<file path="config.mk">
export PLATFORM = sky130hd
export DESIGN_NAME = torus_flitwise_router_node_top
export DESIGN_NICKNAME = d
export VERILOG_FILES = /design/src/rtl/tfrn_pkg.sv /design/src/rtl/torus_flitwise_router_node_top.sv
export VERILOG_INCLUDE_DIRS = /design/src /design/src/rtl
export SDC_FILE = /design/constraint.sdc
export NUM_CORES = 1
export LEC_CHECK = 0
export BUFFER_PORTS_ARGS = -buffer_cell sky130_fd_sc_hd__buf_2
export CAP_MARGIN = 20
export CORE_UTILIZATION = 25
export DETAILED_ROUTE_END_ITERATION = 7
export GPL_TIMING_DRIVEN = 0
export MAX_ROUTING_LAYER = met4
export PLACE_DENSITY = 0.43
export SLEW_MARGIN = 25
export SYNTH_ARGS = -nofsm -noshare
export SYNTH_HDL_FRONTEND = slang
export SYNTH_SLANG_ARGS = --single-unit
</file>
<file path="constraint.sdc">
create_clock -name i_clk -period 9.8 [get_ports i_clk]
set_input_delay 0.49 -clock i_clk [delete_from_list [all_inputs] [get_ports i_clk]]
set_output_delay 0.49 -clock i_clk [all_outputs]
set_load 0.005 [all_outputs]
</file>
<file path="src/rtl/torus_flitwise_router_node_top_macros.svh">
// Assertion macros for the torus router node.
// Included by torus_flitwise_router_node_top; no other dependencies.
`ifndef TORUS_FLITWISE_ROUTER_NODE_TOP_MACROS_SVH
`define TORUS_FLITWISE_ROUTER_NODE_TOP_MACROS_SVH

`ifndef ASSERT_OFF
// Same-cycle implication, disabled during reset.
`define TFRN_ASSERT_IMP(label, clk, rst_n, ante, cons) \
    label: assert property (@(posedge clk) disable iff (!rst_n) (ante) |-> (cons)) \
        else $error("assertion failed");
// Next-cycle implication, disabled during reset.
`define TFRN_ASSERT_NXT(label, clk, rst_n, ante, cons) \
    label: assert property (@(posedge clk) disable iff (!rst_n) (ante) |=> (cons)) \
        else $error("assertion failed");
`else
`define TFRN_ASSERT_IMP(label, clk, rst_n, ante, cons)
`define TFRN_ASSERT_NXT(label, clk, rst_n, ante, cons)
`endif

`endif

</file>
<file path="src/rtl/tfrn_pkg.sv">
// Types, constants and helpers for the torus router node.
// No dependencies; imported by torus_flitwise_router_node_top.
package tfrn_pkg;

    localparam int MAX_WIDTH    = 16;
    localparam int CORNER_DEPTH = 4;
    localparam int PAYLOAD_BITS = 32;

    localparam int COL_W  = 4;
    localparam int RW_W   = 5;
    localparam int TIDX_W = (MAX_WIDTH > 1) ? $clog2(MAX_WIDTH) : 1;
    localparam int PTR_W  = (CORNER_DEPTH > 1) ? $clog2(CORNER_DEPTH) : 1;
    localparam int CNT_W  = $clog2(CORNER_DEPTH + 1);
    localparam int ADDR_W = 4;
    localparam int DATA_W = 32;

    localparam logic [RW_W-1:0] RING_WIDTH_RST = RW_W'(4);

    localparam logic [1:0] REG_NODE_COLUMN = 2'd0;
    localparam logic [1:0] REG_NODE_ROW    = 2'd1;
    localparam logic [1:0] REG_RING_WIDTH  = 2'd2;

    typedef struct packed {
        logic [PAYLOAD_BITS-1:0] payload;
        logic [COL_W-1:0]        src_row;
        logic [COL_W-1:0]        src_col;
        logic [COL_W-1:0]        dest_row;
        logic [COL_W-1:0]        dest_col;
        logic                    marked;
        logic                    valid;
    } t_flit;

    typedef struct packed {
        t_flit west_flit;
        t_flit south_flit;
        t_flit core_flit;
        logic  signaled_east;
        logic  signaled_north;
    } t_rtr_in;

    typedef struct packed {
        t_flit north_flit;
        t_flit east_flit;
        t_flit eject_flit;
        logic  core_taken;
        logic  signal_west;
        logic  signal_south;
    } t_rtr_out;

    function automatic logic col_in_range(input logic [COL_W-1:0] col);
        return ({1'b0, col} < (COL_W+1)'(MAX_WIDTH));
    endfunction

    function automatic logic [TIDX_W-1:0] col_idx(input logic [COL_W-1:0] col);
        return TIDX_W'(col);
    endfunction

endpackage

</file>
<file path="src/rtl/torus_flitwise_router_node_top.sv">
// Torus router node: one bufferless slotted node with corner FIFO and block timers.
// Depends on tfrn_pkg and torus_flitwise_router_node_top_macros.svh.
//
// Usage:
// - Input channel (i_in_valid / o_in_stall, payload i_in) carries one network
//   cycle's worth of node inputs: west, south and core flits plus the east and
//   north slot requests. Output channel (o_out_valid / i_out_stall, payload
//   o_out) carries the north, east and eject flits, core_taken, and the west
//   and south slot requests for that cycle.
// - A request lands in the input register, the routing logic runs on it there
//   and its result is captured in the output register, updating the FIFO,
//   timers and flags at the same edge.
// - Throughput is one request per cycle while the receiver does not stall; the
//   routing decision and all state updates are a single combinational pass, so nothing recirculates.
// - When the receiver stalls, the output register holds and the input register
//   fills; once both are full o_in_stall rises until the output drains.
// - Reset clears both pipeline valid flags, the FIFO count and pointer, all
//   block timers and counters, both sent flags, and loads the configuration
//   defaults (column 0, row 0, ring width 4). FIFO entries need no clearing.
// - Configuration registers (APB, byte address 4*i) are written while idle by the user; the block does not check.
`include "torus_flitwise_router_node_top_macros.svh"

module torus_flitwise_router_node_top (
    input  logic                               i_clk,
    input  logic                               i_rst_n,
    input  logic                               i_in_valid,
    output logic                               o_in_stall,
    input  tfrn_pkg::t_rtr_in                  i_in,
    output logic                               o_out_valid,
    input  logic                               i_out_stall,
    output tfrn_pkg::t_rtr_out                 o_out,
    input  logic                               psel,
    input  logic                               penable,
    input  logic                               pwrite,
    input  logic [tfrn_pkg::ADDR_W-1:0]        paddr,
    input  logic [tfrn_pkg::DATA_W-1:0]        pwdata,
    output logic [tfrn_pkg::DATA_W-1:0]        prdata,
    output logic                               pready
);
    import tfrn_pkg::*;

    // configuration
    logic [COL_W-1:0] r_col;
    logic [COL_W-1:0] r_row;
    logic [RW_W-1:0]  r_rw;

    // pipeline
    logic     r_in_valid;
    t_rtr_in  r_in;
    logic     r_out_valid;
    t_rtr_out r_out;
    logic     adv;
    logic     upd;
    logic     out_hold;
    logic     eject_here;

    // routing state
    t_flit            r_fifo [CORNER_DEPTH];
    logic [PTR_W-1:0] r_head;
    logic [CNT_W-1:0] r_count;
    logic [RW_W-1:0]  r_tmr [MAX_WIDTH];
    logic [RW_W-1:0]  r_sb;
    logic [RW_W-1:0]  r_rb;
    logic             r_sent_n;
    logic             r_sent_e;

    logic [PTR_W-1:0] n_head;
    logic [CNT_W-1:0] n_count;
    logic [RW_W-1:0]  n_tmr [MAX_WIDTH];
    logic [RW_W-1:0]  n_sb;
    logic [RW_W-1:0]  n_rb;
    logic             n_sent_n;
    logic             n_sent_e;
    t_rtr_out         n_out;

    logic             wr_en;
    logic [PTR_W-1:0] wr_addr;
    t_flit            wr_data;

    logic [1:0] reg_idx;
    assign reg_idx = paddr[3:2];
    assign pready  = 1'b1;

    always_comb begin
        case (reg_idx)
            REG_NODE_COLUMN: prdata = DATA_W'(r_col);
            REG_NODE_ROW:    prdata = DATA_W'(r_row);
            REG_RING_WIDTH:  prdata = DATA_W'(r_rw);
            default:         prdata = '0;
        endcase
    end

    always_ff @(posedge i_clk) begin
        if (!i_rst_n) begin
            r_col <= '0;
            r_row <= '0;
            r_rw  <= RING_WIDTH_RST;
        end else if (psel && penable && pwrite) begin
            case (reg_idx)
                REG_NODE_COLUMN: r_col <= pwdata[COL_W-1:0];
                REG_NODE_ROW:    r_row <= pwdata[COL_W-1:0];
                REG_RING_WIDTH:  r_rw  <= pwdata[RW_W-1:0];
                default: ;
            endcase
        end
    end

    // Handshake: the output register parts the two sides.
    assign adv         = !r_out_valid || !i_out_stall;
    assign upd         = r_in_valid && adv;
    assign o_in_stall  = r_in_valid && !adv;
    assign o_out_valid = r_out_valid;
    assign o_out       = r_out;

    always_ff @(posedge i_clk) begin
        if (!i_rst_n) begin
            r_in_valid  <= 1'b0;
            r_out_valid <= 1'b0;
        end else begin
            if (!o_in_stall) r_in_valid <= i_in_valid;
            if (adv) r_out_valid <= r_in_valid;
        end
    end

    always_ff @(posedge i_clk) begin
        if (!o_in_stall) r_in <= i_in;
        if (upd) r_out <= n_out;
        if (upd && wr_en) r_fifo[wr_addr] <= wr_data;
    end

    // Routing pass
    always_comb begin
        t_flit w, s, c, north, east, eject;
        logic in_w, in_s, in_c, s_me, w_me, sig_n_blk, full, own_col_busy, busy_c;
        logic has_north, has_east, has_eject, w_to_corner;
        logic push_w, delay_w, push_c, delay_c, push_d, pop;
        logic taken, sig_w, sig_s, core_held;
        logic [MAX_WIDTH-1:0] ld;
        logic [RW_W-1:0] sb_mid, rb_mid, t;
        logic [CNT_W:0] sum;
        w = r_in.west_flit;
        s = r_in.south_flit;
        c = r_in.core_flit;
        in_w = w.valid;
        in_s = s.valid;
        in_c = c.valid;
        sig_n_blk = r_in.signaled_north && r_sent_n;
        full = (r_count == CNT_W'(CORNER_DEPTH));
        own_col_busy = col_in_range(r_col) && (r_tmr[col_idx(r_col)] != '0);
        ld = '0;
        sb_mid = r_sb;
        rb_mid = r_rb;
        north = '0;
        east = '0;
        eject = '0;
        has_east = 1'b0;
        w_to_corner = 1'b0;
        push_w = 1'b0;
        delay_w = 1'b0;
        push_c = 1'b0;
        delay_c = 1'b0;
        push_d = 1'b0;
        pop = 1'b0;
        taken = 1'b0;
        sig_w = 1'b0;
        sig_s = 1'b0;
        n_sent_e = r_sent_e;
        n_sent_n = r_sent_n;

        // Marked flits block their column; own flits returning block sending.
        if (in_w) begin
            if (w.marked && (w.dest_col != r_col) && col_in_range(w.dest_col))
                ld[col_idx(w.dest_col)] = 1'b1;
            if ((w.src_col == r_col) && (w.src_row == r_row))
                sb_mid = r_rw;
        end

        s_me = (s.dest_col == r_col) && (s.dest_row == r_row);
        has_eject = in_s && s_me;
        has_north = in_s && !s_me;
        if (has_eject) eject = s;
        if (has_north) north = s;

        w_me = (w.dest_col == r_col) && (w.dest_row == r_row);
        if (in_w) begin
            if (own_col_busy) begin
                if (w_me && !has_eject && (r_rb == '0)) begin
                    eject = w;
                    has_eject = 1'b1;
                end else begin
                    east = w;
                    has_east = 1'b1;
                end
            end else if (w_me) begin
                if (!has_eject && (r_rb == '0)) begin
                    eject = w;
                    has_eject = 1'b1;
                end else begin
                    if (r_rb == '0) rb_mid = r_rw;
                    east = w;
                    has_east = 1'b1;
                end
            end else if (w.dest_col == r_col) begin
                if (!full) begin
                    push_w = 1'b1;
                    w_to_corner = 1'b1;
                end else if (!has_north && !sig_n_blk) begin
                    delay_w = 1'b1;
                    w_to_corner = 1'b1;
                end else begin
                    // Corner full: mark and send round the ring.
                    east = w;
                    east.marked = 1'b1;
                    has_east = 1'b1;
                    if (col_in_range(r_col)) ld[col_idx(r_col)] = 1'b1;
                end
            end else begin
                east = w;
                has_east = 1'b1;
            end
        end

        busy_c = col_in_range(c.dest_col) &&
                 (ld[col_idx(c.dest_col)] ? (r_rw != '0)
                                          : (r_tmr[col_idx(c.dest_col)] != '0));
        core_held = (c.dest_row == r_row) ? (sb_mid != '0) : busy_c;

        if (in_c) begin
            if (c.dest_col == r_col) begin
                if (!own_col_busy && !w_to_corner) begin
                    if (!full) begin
                        push_c = 1'b1;
                        taken = 1'b1;
                    end else if (!delay_w && !sig_n_blk) begin
                        delay_c = 1'b1;
                    end else begin
                        sig_w = 1'b1;
                    end
                end
            end else if (core_held) begin
                if (!has_east) n_sent_e = 1'b0;
            end else if (has_east) begin
                // Never overwrite an east slot already taken by a west flit.
                sig_w = 1'b1;
            end else if (r_in.signaled_east && r_sent_e) begin
                n_sent_e = 1'b0;
                sig_w = 1'b1;
            end else begin
                east = c;
                has_east = 1'b1;
                taken = 1'b1;
                n_sent_e = 1'b1;
            end
        end else if (!has_east) begin
            n_sent_e = 1'b0;
        end else if (r_in.signaled_east) begin
            sig_w = 1'b1;
        end

        // Corner head leaves north; a flit pushed this cycle is never eligible.
        if (r_count != '0) begin
            if (has_north) begin
                sig_s = 1'b1;
            end else if (sig_n_blk) begin
                n_sent_n = 1'b0;
            end else begin
                pop = 1'b1;
                north = r_fifo[r_head];
                n_sent_n = 1'b1;
                if (delay_w) begin
                    push_d = 1'b1;
                end else if (delay_c) begin
                    push_d = 1'b1;
                    taken = 1'b1;
                end
            end
        end else begin
            if (!has_north) n_sent_n = 1'b0;
            else if (r_in.signaled_north) sig_s = 1'b1;
        end

        // At most one write per pass; tail slot is head+count in both cases.
        wr_en = push_w || push_c || push_d;
        wr_data = (push_w || delay_w) ? w : c;
        sum = (CNT_W+1)'(r_head) + (CNT_W+1)'(r_count);
        if (sum >= (CNT_W+1)'(CORNER_DEPTH)) sum = sum - (CNT_W+1)'(CORNER_DEPTH);
        wr_addr = PTR_W'(sum);

        if (pop) begin
            n_head = (r_head == PTR_W'(CORNER_DEPTH - 1)) ? '0 : r_head + 1'b1;
        end else begin
            n_head = r_head;
        end
        n_count = r_count + CNT_W'(wr_en) - CNT_W'(pop);

        for (int i = 0; i < MAX_WIDTH; i++) begin
            t = ld[i] ? r_rw : r_tmr[i];
            n_tmr[i] = (t != '0) ? t - 1'b1 : '0;
        end
        n_sb = (sb_mid != '0) ? sb_mid - 1'b1 : '0;
        n_rb = (rb_mid != '0) ? rb_mid - 1'b1 : '0;

        n_out.north_flit   = north;
        n_out.east_flit    = east;
        n_out.eject_flit   = eject;
        n_out.core_taken   = taken;
        n_out.signal_west  = sig_w;
        n_out.signal_south = sig_s;
    end

    always_ff @(posedge i_clk) begin
        if (!i_rst_n) begin
            r_head   <= '0;
            r_count  <= '0;
            r_sb     <= '0;
            r_rb     <= '0;
            r_sent_n <= 1'b0;
            r_sent_e <= 1'b0;
            for (int i = 0; i < MAX_WIDTH; i++) r_tmr[i] <= '0;
        end else if (upd) begin
            r_head   <= n_head;
            r_count  <= n_count;
            r_sb     <= n_sb;
            r_rb     <= n_rb;
            r_sent_n <= n_sent_n;
            r_sent_e <= n_sent_e;
            for (int i = 0; i < MAX_WIDTH; i++) r_tmr[i] <= n_tmr[i];
        end
    end

    assign out_hold   = o_out_valid && i_out_stall;
    assign eject_here = (r_out.eject_flit.dest_col == r_col) &&
                        (r_out.eject_flit.dest_row == r_row);

    `TFRN_ASSERT_IMP(a_count_bound, i_clk, i_rst_n, 1'b1, r_count <= CNT_W'(CORNER_DEPTH))
    `TFRN_ASSERT_IMP(a_eject_local, i_clk, i_rst_n, o_out_valid && o_out.eject_flit.valid, eject_here)
    `TFRN_ASSERT_IMP(a_full_stalls, i_clk, i_rst_n, r_in_valid && out_hold, o_in_stall)
    `TFRN_ASSERT_NXT(a_bubble_drains, i_clk, i_rst_n, !r_in_valid && !out_hold, !o_out_valid)

endmodule
</file>
# Word-level counts from Yosys, hierarchy flattened
# Memory sizes are Yosys's and may differ from the RTL's. A register that Yosys moved wholly into a read port is not among the register bits.
# Index checks and enable logic that the tools add are counted.
# W data, S select, Z words.
# totals
ff_bits	337
ramBits	280
n_memories	2
# mem_list
name	depth	width	read_ports	rd_ports_with_merged_regs	write_ports	line_no	text
r_fifo	4	50	1	1	1	torus_flitwise_router_node_top.sv:58	t_flit r_fifo [CORNER_DEPTH];
r_tmr	16	5	18	2	16	torus_flitwise_router_node_top.sv:61	logic [RW_W-1:0] r_tmr [MAX_WIDTH];
# op_classes
add_sub_neg	23
magnitude_cmp	6
n_eq_ne	15
muxes	183
bitwise	18
reduce_logical	65
# ops
cell	count
$mux W50	24
$mux W5	57
$mux W16	8
$reduce_bool A5 Y1	21
$sub A5 B1 Y5 const B	18
$mux W1	83
$eq A4 B4 Y1	8
$logic_and A1 B1 Y1	21
$or A1 B1 Y1	16
$or A16 B16 Y16	1
$lt A4 B5 Y1 const B	3
$pmux W5 S3	1
$mux W4	3
$logic_not A1 Y1	10
$reduce_and A2 Y1	5
$demux W1 S4	2
$ge A4 B1 Y1 const B	2
$mux W2	4
$logic_not A5 Y1	1
$add A2 B3 Y4	1
$bmux W1 S4	1
$eq A2 B2 Y1 const B	2
$ge A4 B3 Y1 const B	1
$logic_or A1 B1 Y1	4
other kinds (13)	13

# Logic depth before layout (Yosys ltp)
# Gate-level depths: netlist of the first run.
# depth
depth_word	28
mapped_depth	18

# Least setup slack after synthesis of the first run
# OpenSTA, ideal clock, no wires.
# synth_path
kind	input-to-reg
start	in i_out_stall
end	mem r_fifo[0][0] (netlist bit), enable pin
setup_ns	0.519
t_arrival_ns	9.005
required_ns	9.281
path_slack_ns	0.276
cell_stages	6
n_path_buf	1
cell_sequence	nand2_1 > nand2_1 > inv_1 > clkbuf_1 > nand2_1 > nor3_1
# synth_via
elab_chain_len	6
# synth_rtl
item	line_no	text
from (decl)	torus_flitwise_router_node_top.sv:30	input logic i_out_stall,
$logic_not A1 Y1	torus_flitwise_router_node_top.sv:109	assign adv = !r_out_valid || !i_out_stall;
$logic_or A1 B1 Y1	torus_flitwise_router_node_top.sv:109	
$logic_and A1 B1 Y1	torus_flitwise_router_node_top.sv:110	assign upd = r_in_valid && adv;
named net upd	torus_flitwise_router_node_top.sv:53	logic upd;
$logic_and A1 B1 Y1	torus_flitwise_router_node_top.sv:128	if (upd && wr_en) r_fifo[wr_addr] <= wr_data;
$mux W1	torus_flitwise_router_node_top.sv:128	
$mux W1 (not written as such)	torus_flitwise_router_node_top.sv:128	
to (decl)	torus_flitwise_router_node_top.sv:58	
# The timed path passes the listed nets, and every way through them passes these cells.

==> flow_metrics.py, run 1 <==
metrics = {
    "outcome": {
        "status": "finished clean",
    },
    "place": {
        "post_dp_cell_area_sq_um": 32300,
        "gp_congestion": 0.855,
        "dp_cells": 3997,
        "port_buffers": 323,
        "dp_hpwl_um": 68400,
    },
    "cts": {
        "clock-sinks": 627,
        "numCtsBuffers": 77,
        "post_cts_resize_count": 0,
        "h-tree-depth": 3,
        "clock_path_buffers": 3,
        "insertion_delay_ps": 650,
        "cts_tree": "yes",
        "root_buffer": "clkbuf_16",
        "cts.clk_slew.worst_paths_ps": 60,
    },
    "power": {
        "power_density_nw_per_um2": 183,
        "p_int_mw": 5.01,
        "ir_worst_vdd_uv": 104,
        "leakagePower_nw": 13.7,
        "switching_share_pct": 24.2,
        "combPwrFrac_pct": 8.8,
        "power.switching_mw": 1.60,
        "p_clk_share_pct": 43.7,
        "pwr-share-seq_pct": 47.5,
    },
    "worst_setup_path": {
        "critPathMaxFanout": 10,
        "arrival_ps": 5550,
        "worstSetupPathType": "reg2reg",
        "cp_slowest_stage_delay_ps": 490,
        "worst_setup_path_end_kind": "flop",
        "crit_path_start_kind": "flop",
        "rr_endpoint": "r_count[2]",
        "critPathRequiredTime_ps": 10350,
        "crit_end": "r_count[2]",
        "reg2reg_slack_ps": 4800,
        "cp_common_cell": "inv_1",
        "worstPathCellList": "buf_4, nor4b_1, nor4_1, nor4_1, o211ai_1, nand2_1, clkbuf_1, clkbuf_1, a21boi_0, inv_1, ha_1, inv_1, ha_1, inv_1, fa_1, xnor2_1, or3_1, a21oi_1",
        "cp_slowest_cell": "clkbuf_1",
        "critPathBufInv": 6,
        "critPathTopFamily": "buffers and inverters",
        "reg2reg_depth": 18,
        "path_depth": 18,
    },
    "layout": {
        "layout-drive-gt1-share_pct": 24.2,
        "areaGrowthSynthToFinish_pct": 28.2,
        "multi_input_area_sq_um": 8890,
        "stdcell_area_sq_um": 36100,
        "seqCellArea_sq_um": 18400,
        "fillers": 11200,
        "fin_nets": 2930,
        "stdcell_count": 4269,
    },
    "grt": {
        "antenna_found_initial": 16,
        "grt_max_degree": 53,
        "grt_usage_pct": 16.6,
        "grt_pass1_vias": 19700,
        "grt_pass1_wl_um": 134000,
        "grt-ovfl-total": 0,
    },
    "logic_synthesis": {
        "ys_ff_latch": 627,
        "synthAdderAreaFrac_pct": 1.27,
        "synth.most_common_cell": "edfxtp_1",
        "synth_warnings": 0,
        "synth_cells": 2124,
        "synth-edff-count": 585,
        "seq_area_frac_synth_pct": 65.4,
        "synth_common_cells": "edfxtp_1 (585), nand2_1 (359), nor2_1 (128)",
        "syn_area_per_cell_sq_um": 13.3,
        "synth_compound_area_share_pct": 8.20,
        "synth_cell_types": 78,
        "synth_area_leader_cell": "edfxtp_1",
        "yosys.area_share.xor_xnor_pct": 2.40,
        "async_reset_ff_share_pct": 0,
        "synth_top_family_by_area": "simple AND/OR/NAND/NOR gates",
        "ys.flop_type": "edfxtp_1",
        "synth.area.mux_share_pct": 8.35,
        "synth_area_leaders": "edfxtp_1 (62%), nand2_1 (4.8%), mux4_2 (4.2%)",
        "synthSimpleGateAreaFrac_pct": 10.8,
        "synth_top_area_share_pct": 62.4,
        "syn_area_sq_um": 28100,
    },
    "run": {
        "cap_violations": 0,
    },
    "floorplan": {
        "io_pins": 383,
        "die_h_um": 338,
        "rows": 122,
        "dieWidth_um": 338,
        "initial_core_util_pct": 25.3,
        "coreArea_sq_um": 111000,
        "die-area_sq_um": 114000,
    },
    "timing": {
        "timing.fmax_ghz": 0.200,
        "slew_viol_final": 0,
        "hold_viol": 0,
        "maxSlewHeadroom_pct": 27.6,
        "layout_min_cycle_time_ps": 5000,
        "whs_ps": 39.1,
        "setup_viol": 0,
        "fin_crit_sh_pct": 51.0,
        "fin_skew_ps": 34.7,
        "rsz0062_at_grt": "false",
        "tightest_slew_ps": 1090,
    },
    "detailed_routing": {
        "avgRoutedWirePerCell_um": 22.1,
        "wl_um": 94200,
        "ant_nets": 0,
        "vias": 19500,
        "viasPerCell": 4.56,
        "first_iter_violations": 1395,
        "drtPass1Iterations": 5,
        "drc": 0,
    },
    "min_path": {
        "hp-class": "in2reg",
        "whs_path_depth": 1,
    },
}
[logic make-up (layout without fill, tap and decap cells)]
logic type      count (synthesis)  in the layout
flops                         627            627
buf+inv                       223            843
mux                           168            168
other cells                     2             39
xor+xnor                       77             77
compound gates                308            308
simple gates                  691            691
fa+ha+maj                      28             28
[per-layer routing]
layer	vias up	wire (um)	part of all wire, %	global-route usage (%)
met5	-	0	0	-
met4	0	2460	2.6	4.73
met3	160	5870	6.2	3.00
met2	612	44200	47	26.4
met1	9698	41700	44	21.6
li1	9012	-	-	-
[worst min path at each step]
stage,from,end,slack (ps)
global placement,r_sb[1],r_sb[1],450
CTS,i_in[43],r_in[43],0.4
floorplan,r_sb[1],r_sb[1],420
detailed placement,r_sb[1],r_sb[1],450
finish,i_in[122],r_in[122],40
global route,i_in[43],r_in[43],5
[power by group through the flow]
stage | logic, mW | registers [mW] | clock network (mW)
finish | 0.582 | 3.14 | 2.89
global route | 0.642 | 3.15 | 3.05
CTS | 0.590 | 3.14 | 2.97
detailed placement | 0.549 | 3.19 | 0
global placement | 0.530 | 3.21 | 0
floorplan | 0.323 | 3.17 | 0
[state kept, by name, indices dropped and copies added, names as in the netlist, 2 cells and up, named ones only]
register / count
r_head: 2
r_rb: 5
r_row: 4
r_col: 4
r_count: 3
r_sb: 5
r_in: 152
r_tmr: 80
r_fifo: 200
r_rw: 5
o_out: 153
[metrics by stage]
step	setup TNS (ps)	power [mW]	util [%]	setup slack [ps]
6_report	0	6.61	32.5	4800
5_1_grt	0	6.84	32.5	4460
4_1_cts	0	6.70	32.4	4880
3_5_place_dp	0	3.74	29.1	4870
3_3_place_gp	-1508630	3.74	28.5	-7290
2_1_floorplan	0	3.49	-	276
[area by class of cell]
class	instances	share of cell area, %
repair buffers	478	9.27
clock inverters	29	1.14
plain buffers	150	2.03
multi-input cells	1300	24.6
flip-flops and latches	627	51.0
inverters	73	0.766
well taps	1488	5.16
diodes	11	0.0763
clock buffers	113	5.94
[layout by cell type (no fill, tap or decap), types with 24 or more instances in the layout]
cell | netlist | routed
clkbuf_16 | 0 | 78
conb_1 | 2 | 28
nor3_1 | 29 | 25
mux2i_1 | 102 | 102
dlygate4sd3_1 | 0 | 116
xnor2_1 | 44 | 44
edfxtp_1 | 585 | 585
o31ai_2 | 49 | 49
xor2_1 | 33 | 33
mux4_2 | 52 | 52
ha_1 | 27 | 27
clkbuf_1 | 102 | 128
inv_1 | 71 | 70
dfxtp_1 | 42 | 42
nand2_1 | 359 | 359
buf_4 | 29 | 45
a21oi_1 | 26 | 24
a211oi_1 | 24 | 24
buf_2 | 7 | 330
nand3_1 | 82 | 81
nor2_1 | 128 | 126
o21ai_0 | 126 | 126
[repair_timing]
action,4_1_cts,5_1_grt
hold endpoints to repair,116,0
hold buffers,116,0
setup buffers,0,0
Power figures use the tool's default switching activity.
==> run 2, diff against run 1 <==
--- a/config.mk
+++ b/config.mk
@@ -6,13 +6,14 @@
 export SDC_FILE = /design/constraint.sdc
 export NUM_CORES = 1
 export LEC_CHECK = 0
+export ABC_AREA = 1
 export BUFFER_PORTS_ARGS = -buffer_cell sky130_fd_sc_hd__buf_2
 export CAP_MARGIN = 20
 export CORE_UTILIZATION = 25
 export DETAILED_ROUTE_END_ITERATION = 7
 export GPL_TIMING_DRIVEN = 0
 export MAX_ROUTING_LAYER = met4
-export PLACE_DENSITY = 0.43
+export PLACE_DENSITY = 0.41
 export SLEW_MARGIN = 25
 export SYNTH_ARGS = -nofsm -noshare
 export SYNTH_HDL_FRONTEND = slang
==> constraint.sdc (replaced) <==
create_clock -name i_clk -period 5.1 [get_ports i_clk]
set_input_delay 0.255 -clock i_clk [delete_from_list [all_inputs] [get_ports i_clk]]
set_output_delay 0.255 -clock i_clk [all_outputs]
set_load 0.005 [all_outputs]
==> run 2 against run 1 <==
Net effect: worst hold slack better by 100 ps; largest power group unchanged; largest cell class unchanged; critical path depth is 3 higher; combinational power is 87% higher; cell count is 9.9% higher; sequential share of layout area is 0.16 points higher.
==> flow_metrics.py, run 2 <==
metrics = {
    "outcome": {
        "status": "finished clean",
    },
    "floorplan": {
        "rows": 121,
        "die-area_sq_um": 112000,
        "io_pins": 383,
        "coreArea_sq_um": 109000,
        "initial_core_util_pct": 25.3,
        "die_h_um": 335,
        "dieWidth_um": 335,
    },
    "cts": {
        "insertion_delay_ps": 640,
        "cts_tree": "yes",
        "clock_path_buffers": 3,
        "post_cts_resize_count": 0,
        "cts.clk_slew.worst_paths_ps": 60,
        "root_buffer": "clkbuf_16",
        "clock-sinks": 627,
        "h-tree-depth": 3,
        "numCtsBuffers": 77,
    },
    "worst_setup_path": {
        "worstPathCellList": "buf_2, inv_1, nand2_1, nand2_1, nand2_1, nor2_1, nand2_1, nand2_2, inv_1, nor2_1, clkbuf_1, clkbuf_1, ha_1, inv_1, ha_1, inv_1, fa_1, nand2_1, nor3b_1, o21ai_0, a21oi_1",
        "worstSetupPathType": "reg2reg",
        "critPathBufInv": 7,
        "critPathMaxFanout": 10,
        "crit_path_start_kind": "flop",
        "worst_setup_path_end_kind": "flop",
        "critPathTopFamily": "buffers and inverters",
        "critPathRequiredTime_ps": 5660,
        "arrival_ps": 5170,
        "cp_common_cell": "nand2_1",
        "cp_slowest_stage_delay_ps": 680,
        "cp_slowest_cell": "clkbuf_1",
    },
    "min_path": {
        "hp-class": "in2reg",
    },
    "layout": {
        "stdcell_count": 4693,
        "layout_commonest_cell": "edfxtp_1",
        "areaGrowthSynthToFinish_pct": 29.8,
        "largest_reg_flops": 200,
        "fillers": 11200,
        "regMostFlops": "r_fifo",
        "layout_common_cells": "edfxtp_1 (585), nand2_1 (441), buf_2 (334)",
        "layout-drive-gt1-share_pct": 17.2,
        "fin_nets": 3375,
    },
    "detailed_routing": {
        "drc": 0,
        "wl_um": 97500,
        "avgRoutedWirePerCell_um": 20.8,
        "first_iter_violations": 1385,
        "vias": 20900,
        "ant_nets": 0,
        "drtPass1Iterations": 5,
        "viasPerCell": 4.46,
    },
    "timing": {
        "layout_min_cycle_time_ps": 4610,
        "timing.fmax_ghz": 0.217,
        "hold_viol": 0,
        "setup_viol": 0,
        "tightest_slew_ps": 1110,
        "fin_skew_ps": 29.4,
        "whs_ps": 140,
        "fin_crit_sh_pct": 90.5,
        "maxSlewHeadroom_pct": 26.3,
        "slew_viol_final": 0,
        "rsz0062_at_grt": "false",
    },
    "logic_synthesis": {
        "synth_cell_types": 50,
        "yosys.area_share.xor_xnor_pct": 1.48,
        "synth_top_area_share_pct": 63.4,
        "synth_cells": 2546,
        "synth.most_common_cell": "edfxtp_1",
        "synth-edff-count": 585,
        "syn_area_per_cell_sq_um": 10.9,
        "ys.flop_type": "edfxtp_1",
        "async_reset_ff_share_pct": 0,
        "synth_area_leaders": "edfxtp_1 (63%), nand2_1 (6.0%), o21ai_0 (5.6%)",
        "synth_compound_area_share_pct": 11.3,
        "synth_common_cells": "edfxtp_1 (585), nand2_1 (442), o21ai_0 (310)",
        "synth_area_leader_cell": "edfxtp_1",
        "synth.area.mux_share_pct": 0.122,
        "synth_top_family_by_area": "simple AND/OR/NAND/NOR gates",
        "ys_ff_latch": 627,
        "synthAdderAreaFrac_pct": 1.29,
        "synth_warnings": 0,
        "seq_area_frac_synth_pct": 66.4,
        "syn_area_sq_um": 27700,
        "synthSimpleGateAreaFrac_pct": 13.9,
    },
    "grt": {
        "grt_pass1_wl_um": 140000,
        "grt_usage_pct": 17.6,
        "grt_max_degree": 70,
        "antenna_found_initial": 4,
        "grt_pass1_vias": 20800,
        "grt-ovfl-total": 0,
    },
    "place": {
        "dp_cells": 4390,
        "gp_congestion": 0.889,
        "dp_hpwl_um": 70200,
        "port_buffers": 324,
    },
    "power": {
        "ir_worst_vdd_uv": 245,
        "power.total_mw": 12.7,
        "power_density_nw_per_um2": 353,
        "leakagePower_nw": 14.1,
    },
    "run": {
        "cap_violations": 0,
    },
}
[run 2: changes by cell type after synthesis, moves of 49 or more]
cell,before,now
mux2i_1,102,0
nor2_1,128,245
o21ai_0,126,310
mux4_2,52,0
o31ai_2,49,0
o22ai_1,1,57
nand3_1,82,169
inv_1,71,211
nand2_1,359,442
[run 2: final timing paths]
path	slack, ps	to	cells after the start	from
hold reg to reg	470	o_out_valid	2	r_in_valid
setup / recovery	490	r_count[2]	21	r_col[0]
hold / removal	140	r_row[2]	6	paddr[3]
setup reg to reg	490	r_count[2]	21	r_col[0]
[run 2: cell type report]
| class | count | area (sq um) | area share (%) |
|---|---|---|---|
| antenna | 6 | 15.0 | 0.0417 |
| buffer | 139 | 674 | 1.87 |
| clock buffer | 99 | 2170 | 6.02 |
| clock inverter | 39 | 398 | 1.11 |
| inverter | 221 | 842 | 2.34 |
| multi-input combinational | 1585 | 7950 | 22.1 |
| sequential | 627 | 18400 | 51.2 |
| tap | 1476 | 1850 | 5.13 |
| timing repair buffer | 501 | 3680 | 10.2 |
[run 2: logic make-up (layout without fill, tap and decap cells)]
logic type / count (synthesis) / in the layout
AOI/OAI and AO/OA: 554 / 554
xor gates and xnor gates: 47 / 47
adders and majority gates: 28 / 28
buffers and inverters: 360 / 999
DFF: 627 / 627
muxes: 3 / 3
other: 2 / 34
and+or+nand+nor: 925 / 925
[run 2: timing repair]
action,4_1_cts,5_1_grt
setup buffers,0,0
endpoints found under the hold margin,175,0
hold buffers,159,0
[run 2: per-layer routing]
layer / share of wire, % / track usage (%)
met5: 0 / -
met3: 6.0 / 3.57
met4: 2.2 / 4.95
met2: 48 / 28.5
met1: 44 / 22.1
[run 2: where the power goes]
| group | internal [mW] | leakage [nW] | switching [mW] |
|---|---|---|---|
| Combinational | 0.423 | 6.77 | 0.668 |
| Clock | 3.36 | 1.26 | 2.26 |
| Sequential | 5.88 | 6.04 | 0.114 |
| Total | 9.66 | 14.1 | 3.04 |
[run 2: worst min-delay path, delay by kind of cell]
| kind | cells | cell delay (ps) |
|---|---|---|
| simple gates | 3 | 170 |
| compound gates | 1 | 130 |
| buf+inv | 2 | 170 |
[run 2: through the flow]
stage	setup slack (ps)	util, %	TNS (ps)	instance area [sq um]
after global placement	-3130	28.6	-1268450	31300
after detailed placement	384	29.1	0	31800
after floorplan	179	-	0	27800
final	487	32.9	0	36000
after global routing	110	32.9	0	36000
after CTS	381	32.9	0	36000
